[src/rtl/core/pcg_pkg.sv]
// ----------------------------------------------------------------------------
// pcg_pkg
// Shared widths, codes and stage payload types of the particle contact
// generator pipeline.
// ----------------------------------------------------------------------------
package pcg_pkg;

  // coordinate format, signed Q12.12
  localparam int COORD_WIDTH = 24;
  localparam int SIZE_W      = 24;
  localparam int BOUNCE_W    = 16;
  localparam int TAG_W       = 16;
  localparam int NORM_W      = 16;
  localparam int DEPTH_W     = 25;
  localparam int KIND_W      = 2;
  localparam int OP_W        = 2;

  // derived datapath widths
  localparam int MAG_W  = COORD_WIDTH + 1;
  localparam int ROOT_W = MAG_W + 1;
  localparam int SUM_W  = 2 * ROOT_W;
  localparam int REM_W  = ROOT_W + 3;
  localparam int FRAC_W = 14;
  localparam int Q_W    = FRAC_W + 1;
  localparam int NUM_W  = ROOT_W + Q_W;
  localparam int CMP_W  = (ROOT_W > DEPTH_W) ? ROOT_W + 1 : DEPTH_W + 1;

  localparam logic [NORM_W-1:0]   NORMAL_ONE = NORM_W'(16384);
  localparam logic [BOUNCE_W-1:0] BOUNCE_ONE = BOUNCE_W'(32768);
  localparam logic [DEPTH_W-1:0]  DEPTH_MAX  = {DEPTH_W{1'b1}};

  // operation codes
  localparam logic [OP_W-1:0] OP_SPHERE = 2'd0;
  localparam logic [OP_W-1:0] OP_ROD    = 2'd1;
  localparam logic [OP_W-1:0] OP_CABLE  = 2'd2;

  // contact kinds
  localparam logic [KIND_W-1:0] KIND_CABLE = 2'd2;
  localparam logic [KIND_W-1:0] KIND_ROD   = 2'd3;

  // request fields carried along with the geometry
  typedef struct packed {
    logic [OP_W-1:0]     op;
    logic [SIZE_W-1:0]   size;
    logic [SIZE_W-1:0]   radius;
    logic [BOUNCE_W-1:0] bounce;
    logic                kind;
    logic [TAG_W-1:0]    tag;
  } req_t;

  // request plus per-axis difference sign and magnitude
  typedef struct packed {
    req_t                       req;
    logic [2:0]                 neg;
    logic [2:0][MAG_W-1:0]      mag;
  } side_t;

  // contact decision carried through the divider
  typedef struct packed {
    logic                emit;
    logic                zero;
    logic [2:0]          negate;
    logic [DEPTH_W-1:0]  depth;
    logic [BOUNCE_W-1:0] bounce;
    logic [KIND_W-1:0]   kind;
    logic [TAG_W-1:0]    tag;
  } res_t;

endpackage

[src/rtl/core/pcg_front.sv]
// ----------------------------------------------------------------------------
// pcg_front
// Three stage front end: coordinate differences, squared magnitudes and
// their sum.
// ----------------------------------------------------------------------------
module pcg_front (
  input  logic                                         clk,
  input  logic                                         rst,
  input  logic                                         en,
  input  logic                                         in_valid,
  input  logic [2:0][pcg_pkg::COORD_WIDTH-1:0]         pos_a,
  input  logic [2:0][pcg_pkg::COORD_WIDTH-1:0]         pos_b,
  input  pcg_pkg::req_t                                req_in,
  output logic                                         out_valid,
  output pcg_pkg::side_t                               side_out,
  output logic [pcg_pkg::SUM_W-1:0]                    sum_out
);
  import pcg_pkg::*;

  localparam int SQ_W = 2 * MAG_W;

  logic                       v1, v2;
  logic [2:0][MAG_W-1:0]      diff1;
  req_t                       req1;
  side_t                      side2;
  logic [2:0][SQ_W-1:0]       sq2;
  logic [2:0]                 neg_c;
  logic [2:0][MAG_W-1:0]      mag_c;
  logic [2:0][SQ_W-1:0]       sq_c;

  // valid bits
  always_ff @(posedge clk) begin
    if (rst) begin
      v1        <= 1'b0;
      v2        <= 1'b0;
      out_valid <= 1'b0;
    end else if (en) begin
      v1        <= in_valid;
      v2        <= v1;
      out_valid <= v2;
    end
  end

  // stage 1: b minus a per axis
  always_ff @(posedge clk) begin
    if (en) begin
      for (int i = 0; i < 3; i++) begin
        diff1[i] <= {pos_b[i][COORD_WIDTH-1], pos_b[i]} - {pos_a[i][COORD_WIDTH-1], pos_a[i]};
      end
      req1 <= req_in;
    end
  end

  // magnitude and square per axis
  always_comb begin
    for (int i = 0; i < 3; i++) begin
      neg_c[i] = diff1[i][MAG_W-1];
      mag_c[i] = neg_c[i] ? -diff1[i] : diff1[i];
      sq_c[i]  = SQ_W'(mag_c[i]) * SQ_W'(mag_c[i]);
    end
  end

  // stage 2: squares
  always_ff @(posedge clk) begin
    if (en) begin
      sq2            <= sq_c;
      side2.req      <= req1;
      side2.neg      <= neg_c;
      side2.mag      <= mag_c;
    end
  end

  // stage 3: sum of squares
  always_ff @(posedge clk) begin
    if (en) begin
      sum_out  <= SUM_W'(sq2[0]) + SUM_W'(sq2[1]) + SUM_W'(sq2[2]);
      side_out <= side2;
    end
  end

endmodule

[config.mk]
export PLATFORM = sky130hd
export DESIGN_NAME = pcg_front
export DESIGN_NICKNAME = d
export VERILOG_FILES = /design/src/rtl/core/pcg_pkg.sv /design/src/rtl/core/pcg_front.sv
export SDC_FILE = /design/constraint.sdc
export NUM_CORES = 2
export LEC_CHECK = 0
export BUFFER_PORTS_ARGS = -buffer_cell sky130_fd_sc_hd__buf_2
export CAP_MARGIN = 15
export CORE_ASPECT_RATIO = 0.7
export CORE_UTILIZATION = 50
export DETAILED_ROUTE_END_ITERATION = 10
export PLACE_DENSITY_LB_ADDON = 0.12
export SYNTH_ARGS = -nofsm -noshare
export SYNTH_HDL_FRONTEND = slang
export SYNTH_SLANG_ARGS = --single-unit
[constraint.sdc]
create_clock -name clk -period 10.7 [get_ports clk]
set_input_delay 0 -clock clk [delete_from_list [all_inputs] [get_ports clk]]
set_output_delay 0 -clock clk [all_outputs]
set_load 0.05 [all_outputs]
==> impl_metrics.tcl <==
set metrics [dict create \
    worstHoldStart "pos_a[57]" \
    clk_path_buf_depth 3 \
    synth_area_per_cell_sq_um 10.6 \
    grt_pass1_vias 59100 \
    grt-ovfl-total 0 \
    start_kind "register" \
    run_status "complete, no violations" \
    grt_setup_unrepaired "no" \
    core_area_sq_mm 0.159 \
    fill_cells 13700 \
    wire_per_inst_um 20.6 \
    cp.arrival_ns 10.64 \
    dieHeight_um 338 \
    fmax_ghz 0.0980 \
    routed_wl_um 220000 \
    seqCellArea_sq_mm 0.0204 \
    cts_num_sinks 679 \
    grt_max_degree 143 \
    cap_viol_max_count 0 \
    cts_resized 0 \
    cp_max_fo 16 \
    nets 10900 \
    ys_types 79 \
    async_reset_ff_frac 0 \
    grt_use_total 0.278 \
    start_util 0.506 \
    vias 55600 \
    slew_viol_final 0 \
    clock_skew_ns 0.0441 \
    min_path_type "input pin to register" \
    cts.clk_slew.worst_paths_ns 0.06 \
    whs_endpoint "diff1[59]" \
    reg2reg_depth 28 \
    critPathRequiredTime_ns 11.13 \
    dp_hpwl_um 176000 \
    antenna_cells 0 \
    yosysSeqAreaShare 0.253 \
    portBuffers 444 \
    tns_ns 0 \
    io_pins 445 \
    layout_common_cells "2063 x inv_1, 1458 x fa_1, 676 x edfxtp_1" \
    whs_path_depth 5 \
    rrSetupSlack_ns 0.49 \
    r2r_start "diff1[8]" \
    die_w_um 482 \
    firstDrtPassIters 5 \
    final_common_cell "inv_1" \
    layout_min_cycle_time_ns 10.21 \
    multiInputGateArea_sq_mm 0.0520 \
    setup-violations-final 0 \
    synth_seq_cells 679 \
    r2r_end "sq2[48]" \
    ys.flop_type "edfxtp_1" \
    crit_type "register to register" \
    cts_made_buffers 73 \
    drt_iter0_drc 4261 \
    slowest_delay_ns 0.68 \
    antenna_found_initial 7 \
    clock-root-buffer "clkbuf_16" \
    cts_tree "done" \
    synthCells 7631 \
    ys_warn_count 0 \
    drc 0 \
    grt_first_pass_wirelength_um 342000 \
    rows 122 \
    timing.final.crit_share 0.954 \
    relSlewSlack 0.272 \
    worst-slew-pin-transition_ns 1.09 \
    die_area_sq_mm 0.163 \
    end_kind "register" \
    h-tree-depth 3 \
    synthToLayoutAreaGrowth_pct 14.4 \
    insertion_delay_ns 0.72 \
    crit_top_cell "fa_1" \
    hold_viol_final 0 \
    synth_edf_count 676 \
    critPathSlowestCell "inv_1" \
    finalWeightedCongestion 0.960 \
    via_per_inst 5.21 \
    netlist_area_sq_mm 0.0805 \
    drtAntennaViolNets 0 \
    drive_above_1_share 0.0866 \
]
worst max-delay path by stage:
stage / from / to / slack [ns] / cells after the start
after floorplan: diff1[25] / sq2[92] / 1.39 / 36
after global placement: diff1[8] / sq2[48] / 0.82 / 28
after detailed placement: diff1[8] / sq2[48] / 0.62 / 28
after CTS: diff1[8] / sq2[48] / 0.58 / 28
after global routing: diff1[8] / sq2[48] / 0.07 / 28
final: diff1[8] / sq2[48] / 0.49 / 28
Yosys cell counts (all sizes together) (24+ instances only):
cell	n	area share
a21o	154	0.014
clkbuf	154	0.0072
and3	27	0.0021
nor2	502	0.023
fa	1458	0.36
ha	660	0.10
nand2	632	0.029
o21ai	132	0.0083
inv	2070	0.096
edfxtp	676	0.25
nand4	29	0.0023
xor2	121	0.013
nor3	40	0.0025
a21oi	248	0.015
o21bai	46	0.0043
xnor2	209	0.023
nand3	64	0.0040
nor2b	26	0.0020
a211oi	24	0.0022
nand2b	34	0.0026
final cells by class:
class	instances	area share
Inverter	2084	0.0849
Clock inverter	53	0.00779
Clock buffer	82	0.0202
Multi-Input combinational cell	4747	0.564
Tap cell	2108	0.0286
Timing Repair Buffer	923	0.0732
Sequential cell	679	0.221
metal layers:
metal  vias to the layer above  routed length [um]  global-route usage
met5                         -                  60                   0
met4                         4                6070              0.0730
met3                       305               20800              0.0673
li1                      25200                   -                   -
met2                      2087               91900               0.409
met1                     28100              101000               0.413
timing repair:
item,in CTS,in global routing
hold endpoints to repair,236,0
hold buffers,360,0
endpoints found under the setup margin,0,0
setup buffers,0,0
cell families (layout without fill, tap and decap cells):
family                     after synthesis  in the layout  share of synthesized area
buffers and inverters                 2260           3142                      0.106
adders and majority gates             2118           2118                      0.465
muxes                                    6              6                   0.000761
AOI/OAI and AO/OA                      783            783                     0.0627
xor gates and xnor gates               330            330                     0.0362
DFF                                    679            679                      0.253
and+or+nand+nor                       1453           1453                     0.0771
other                                    2             57                  0.0000932
critical path: cells and delay by family (launching register included):
family / cells / cell delay, ns
AOI/OAI and AO/OA: 8 / 2.57
xor gates and xnor gates: 2 / 0.28
adders and majority gates: 8 / 4.00
buffers and inverters: 6 / 0.97
DFF: 1 / 0.44
and+or+nand+nor: 4 / 1.69
state kept, by name, indices dropped and copies added (netlist names):
signal / flops
sum_out: 52
diff1: 75
side2: 161
side_out: 161
v1: 1
sq2: 144
v2: 1
req1: 83
out_valid: 1
metrics by stage:
| step | cell area, sq um | setup slack [ns] | hold WS [ns] | cells | util |
|---|---|---|---|---|---|
| 2_1_floorplan | 80700 | 1.39 | 0.0724 | 7686 | - |
| 3_3_place_gp | 86000 | 0.818 | 0.177 | 10200 | 0.541 |
| 3_5_place_dp | 86000 | 0.615 | 0.178 | 10200 | 0.541 |
| 4_1_cts | 92200 | 0.581 | 0.00281 | 10700 | 0.579 |
| 5_1_grt | 92200 | 0.0657 | 0.0281 | 10700 | 0.579 |
| 6_report | 92200 | 0.493 | 0.0488 | 10700 | 0.579 |
Power is left out: the tool's default activity adds up to more than one toggle a clock period on the data nets, which glitch-free logic cannot reach.
