[config.mk]
export PLATFORM = sky130hd
export DESIGN_NAME = pcg_sqrt
export DESIGN_NICKNAME = d
export VERILOG_FILES = /design/src/rtl/core/pcg_pkg.sv /design/src/rtl/core/pcg_sqrt.sv
export SDC_FILE = /design/constraint.sdc
export NUM_CORES = 2
export LEC_CHECK = 0
export ABC_AREA = 1
export BUFFER_PORTS_ARGS = -buffer_cell sky130_fd_sc_hd__buf_4
export CAP_MARGIN = 40
export CORE_ASPECT_RATIO = 0.75
export CORE_MARGIN = 1.5
export CORE_UTILIZATION = 51
export DETAILED_ROUTE_END_ITERATION = 10
export GPL_TIMING_DRIVEN = 0
export HOLD_SLACK_MARGIN = 0.03
export PLACE_DENSITY = 0.72
export SYNTH_ARGS = -nofsm -noshare
export SYNTH_HDL_FRONTEND = slang
export SYNTH_SLANG_ARGS = --single-unit
[constraint.sdc]
create_clock -name clk -period 2.7 [get_ports clk]
set_clock_uncertainty 0.15 [all_clocks]
set_input_delay 0.135 -clock clk [delete_from_list [all_inputs] [get_ports clk]]
set_output_delay 0.135 -clock clk [all_outputs]
set_load 0.02 [all_outputs]
[src/rtl/core/pcg_pkg.sv]
// ----------------------------------------------------------------------------
// pcg_pkg
// Shared widths, codes and stage payload types of the particle contact
// generator pipeline.
// ----------------------------------------------------------------------------
package pcg_pkg;

  // coordinate format, signed Q12.12
  localparam int COORD_WIDTH = 24;
  localparam int SIZE_W      = 24;
  localparam int BOUNCE_W    = 16;
  localparam int TAG_W       = 16;
  localparam int NORM_W      = 16;
  localparam int DEPTH_W     = 25;
  localparam int KIND_W      = 2;
  localparam int OP_W        = 2;

  // derived datapath widths
  localparam int MAG_W  = COORD_WIDTH + 1;
  localparam int ROOT_W = MAG_W + 1;
  localparam int SUM_W  = 2 * ROOT_W;
  localparam int REM_W  = ROOT_W + 3;
  localparam int FRAC_W = 14;
  localparam int Q_W    = FRAC_W + 1;
  localparam int NUM_W  = ROOT_W + Q_W;
  localparam int CMP_W  = (ROOT_W > DEPTH_W) ? ROOT_W + 1 : DEPTH_W + 1;

  localparam logic [NORM_W-1:0]   NORMAL_ONE = NORM_W'(16384);
  localparam logic [BOUNCE_W-1:0] BOUNCE_ONE = BOUNCE_W'(32768);
  localparam logic [DEPTH_W-1:0]  DEPTH_MAX  = {DEPTH_W{1'b1}};

  // operation codes
  localparam logic [OP_W-1:0] OP_SPHERE = 2'd0;
  localparam logic [OP_W-1:0] OP_ROD    = 2'd1;
  localparam logic [OP_W-1:0] OP_CABLE  = 2'd2;

  // contact kinds
  localparam logic [KIND_W-1:0] KIND_CABLE = 2'd2;
  localparam logic [KIND_W-1:0] KIND_ROD   = 2'd3;

  // request fields carried along with the geometry
  typedef struct packed {
    logic [OP_W-1:0]     op;
    logic [SIZE_W-1:0]   size;
    logic [SIZE_W-1:0]   radius;
    logic [BOUNCE_W-1:0] bounce;
    logic                kind;
    logic [TAG_W-1:0]    tag;
  } req_t;

  // request plus per-axis difference sign and magnitude
  typedef struct packed {
    req_t                       req;
    logic [2:0]                 neg;
    logic [2:0][MAG_W-1:0]      mag;
  } side_t;

  // contact decision carried through the divider
  typedef struct packed {
    logic                emit;
    logic                zero;
    logic [2:0]          negate;
    logic [DEPTH_W-1:0]  depth;
    logic [BOUNCE_W-1:0] bounce;
    logic [KIND_W-1:0]   kind;
    logic [TAG_W-1:0]    tag;
  } res_t;

endpackage

[src/rtl/core/pcg_sqrt.sv]
// ----------------------------------------------------------------------------
// pcg_sqrt
// Pipelined floor square root, one result bit per stage.
// ----------------------------------------------------------------------------
module pcg_sqrt (
  input  logic                         clk,
  input  logic                         rst,
  input  logic                         en,
  input  logic                         in_valid,
  input  logic [pcg_pkg::SUM_W-1:0]    radicand,
  input  pcg_pkg::side_t               side_in,
  output logic                         out_valid,
  output logic [pcg_pkg::ROOT_W-1:0]   root_out,
  output pcg_pkg::side_t               side_out
);
  import pcg_pkg::*;

  logic                v   [ROOT_W+1];
  logic [REM_W-1:0]    rem [ROOT_W+1];
  logic [ROOT_W-1:0]   root[ROOT_W+1];
  logic [SUM_W-1:0]    rad [ROOT_W+1];
  side_t               side[ROOT_W+1];

  assign v[0]    = in_valid;
  assign rem[0]  = '0;
  assign root[0] = '0;
  assign rad[0]  = radicand;
  assign side[0] = side_in;

  for (genvar i = 0; i < ROOT_W; i++) begin : g_stage
    localparam int K = ROOT_W - 1 - i;
    logic [REM_W-1:0] shifted;
    logic [REM_W-1:0] trial;
    logic             take;

    // bring down the next two radicand bits and try a one
    assign shifted = {rem[i][REM_W-3:0], rad[i][2*K+1:2*K]};
    assign trial   = REM_W'({root[i], 2'b01});
    assign take    = shifted >= trial;

    always_ff @(posedge clk) begin
      if (rst) begin
        v[i+1] <= 1'b0;
      end else if (en) begin
        v[i+1] <= v[i];
      end
    end

    always_ff @(posedge clk) begin
      if (en) begin
        rem[i+1]  <= take ? shifted - trial : shifted;
        root[i+1] <= {root[i][ROOT_W-2:0], take};
        rad[i+1]  <= rad[i];
        side[i+1] <= side[i];
      end
    end
  end

  assign out_valid = v[ROOT_W];
  assign root_out  = root[ROOT_W];
  assign side_out  = side[ROOT_W];

endmodule

==> impl_metrics.toml <==
[yosys]
yosys-top-cells-count = "5825 x edfxtp_1, 3650 x nand2_1, 1790 x inv_1"
synth-seq-cells = 5851
synth_edf_count = 5825
seq_area_frac_synth_pct = 80.5
synth_area_per_cell_sq_um = 14.8
synthArstFlopShare_pct = 0
synth_area_leader_cell = "edfxtp_1"
synth_area_sq_mm = 0.218
syn-num-nets = 15400
synth_flop_cell = "edfxtp_1"
synth_cells = 14800
yosys.cell_types.count = 52
yosys_warnings = 0
yosys.area.top_type_share_pct = 80.2
synthTopCellsByArea = "edfxtp_1 80%, nand2_1 6.3%, inv_1 3.1%"
synth_most_common_cell = "edfxtp_1"

[cells_and_area]
fin_nets = 17000
multi_input_area_sq_mm = 0.0360
nFillCells = 31600
syn2layout_area_growth_pct = 17.6
drive_gt1_share_pct = 13.3
regArea_sq_mm = 0.175
instances_no_fill = 22500

[clocking]
cts_tree = "yes"
clock-root-buffer = "clkbuf_16"
clkLatencyLatePin_ns = 1.06
cts_sinks = 5851
htree_levels = 6
clockBufferDepth = 4
clk_pin_slew_worst_paths_ns = 0.06
numCtsBuffers = 547

[place]
gp_congestion = 0.884
dpl.cell_count = 20900
port_buffers = 403
hpwl_mm = 272

[setup_path]
end_kind = "register"
crit_chain = "ha_1, nand2_1, nand2_1, a21oi_2, nand3_1, nor2_2, nand2_2, buf_4, nand2_1, nand2_1"
worst_setup_path_start_kind = "register"
worstPathRequired_ns = 3.26
crit_slowest_cell = "edfxtp_1"
crit_fanout = 10
critPathMaxStageDelay_ns = 0.42
crit_top_cell = "nand2_1"
critPathKind = "register to register"
crit_arrival_ns = 3.26

[grt]
antenna_found_initial = 13
grt_overflow_total = 0
grt_usage_pct = 20.3
grt_max_degree = 203
grt_pass1_vias = 107000
grt_pass1_wl_mm = 663

[route]
viasPerCell = 4.98
vias = 112000
wl_per_cell_um = 19.8
drcViolationCount = 0
routed_wl_mm = 445
drt_iter0_drc = 10700
ant_nets = 0
dr.pass1.iters = 6

[timing]
fin_crit_ns = 2.70
fin_crit_sh_pct = 99.9
hold_ws_ns = 0.0281
final_max_slew_viol_count = 0
final-hold-violation-count = 0
final-setup-viol-count = 0
rsz0062_at_grt = "yes"
clock.fmax_mhz = 371
tightest_slew_ns = 1.11
relSlewSlack_pct = 26.3

[die]
fp.coreArea_sq_mm = 0.425
ios = 405
die_w_um = 758
die_area_sq_mm = 0.432
fp.dieH_um = 569
row_count = 207
start_util_pct = 51.3

[power_and_ir_drop]
power-per-cell-area_mw_per_mm2 = 812
p_leak_uw = 0.0993
vdd_drop_max_mv = 0.637

[job]
cap_violations = 0

[min_path]
holdCritPathClass = "primary input to register"

[run_status]
status = "completed"
==> flip-flops by register name, summed over array words and instances, names as in the netlist <==
signal / cells
g_stage.shifted: 688
out_valid: 1
side_out: 161
v: 25
side: 4025
g_stage.trial: 325
root_out: 26
rad: 600
==> metrics by stage <==
step | cell area [sq um] | power (uW) | worst slack (ns) | setup TNS [ns] | util, %
floorplan | 218000 | 122000 | 0.525 | 0 | -
global placement | 228000 | 122000 | -52.00 | - | 53.7
detailed placement | 229000 | 131000 | -5.58 | - | 53.9
CTS | 253000 | 208000 | -0.0853 | -0.455 | 59.7
global route | 256000 | 217000 | -0.0238 | -0.128 | 60.3
finish | 256000 | 208000 | 0.00374 | 0 | 60.4
==> critical path, delay by kind of cell (launching register included) <==
| kind | cells | cell delay (ns) |
|---|---|---|
| adder cells (fa/ha/maj) | 1 | 0.40 |
| AO/OA/AOI/OAI | 1 | 0.30 |
| buffers and inverters | 1 | 0.21 |
| flip-flops | 1 | 0.42 |
| AND/OR/NAND/NOR | 7 | 0.91 |
==> cells by family (layout without fill, tap and decap cells) <==
| kind of cell | after synthesis | after routing | share of synthesized area, % |
|---|---|---|---|
| flops | 5851 | 5851 | 80.5 |
| simple gates | 5545 | 5547 | 10.5 |
| buf+inv | 2087 | 4127 | 4.05 |
| compound gates | 652 | 652 | 1.72 |
| fa+ha+maj | 379 | 379 | 2.17 |
| xor+xnor | 264 | 264 | 1.06 |
| other cells | 1 | 4 | 0.00172 |
==> final timing paths <==
path	start	to	slack [ns]	depth (start not counted)
worst max-delay path	g_stage[10].shifted[10]	g_stage[11].shifted[7]	0.004	10
worst min-delay path	en	side_out[20]	0.03	5
worst max register to register	g_stage[10].shifted[10]	g_stage[11].shifted[7]	0.004	10
worst min register to register	side[858]	side[697]	0.22	0
==> metal layers <==
layer  vias to the layer above  part of all wire, %  track usage [%]
met2                      2619                   45             31.0
li1                      54400                    -                -
met4                         2                  2.2             4.67
met1                     54300                   47             30.8
met3                       600                  5.6             3.43
met5                         -               0.0029                0
==> layout by cell type, fill, tap and decap left out, types with 45 or more instances in the layout <==
| cell type | n |
|---|---|
| nand3_1 | 558 |
| ha_4 | 88 |
| nor2_4 | 50 |
| inv_1 | 1785 |
| nand3b_1 | 79 |
| nor2_1 | 727 |
| a21oi_1 | 297 |
| clkbuf_1 | 110 |
| nand2_1 | 3550 |
| buf_4 | 718 |
| o21ai_0 | 126 |
| ha_2 | 47 |
| xnor2_1 | 77 |
| clkbuf_16 | 558 |
| nor2_2 | 58 |
| clkinv_1 | 138 |
| edfxtp_1 | 5825 |
| nor3_1 | 109 |
| nand2_2 | 118 |
| nand4_1 | 167 |
| a21oi_2 | 95 |
| buf_16 | 45 |
| xor2_1 | 187 |
| dlygate4sd3_1 | 440 |
| o21ai_1 | 60 |
| clkinv_2 | 61 |
| ha_1 | 244 |
==> what timing repair did <==
item	CTS	global route
resized for setup	109	396
hold endpoints to repair	1258	0
setup endpoints to repair	4024	1137
hold buffers	452	0
pin swaps	3	37
setup buffers	19	109
gates cloned	42	8
==> cell type report <==
| cell class | count | area share (%) |
|---|---|---|
| multi-input combinational | 6843 | 14.1 |
| clock buffer | 656 | 5.54 |
| antenna | 3 | 0.00293 |
| sequential | 5851 | 68.4 |
| buffer | 251 | 0.779 |
| timing repair buffer | 1066 | 4.34 |
| clock inverter | 319 | 1.39 |
| inverter | 1835 | 2.70 |
| tap | 5643 | 2.75 |
==> power breakdown <==
group	total, uW	internal [uW]	switching [uW]
combinational	20500	7150	13400
sequential	111000	108000	3250
clock	76700	42300	34400
Power figures use the tool's default switching activity.
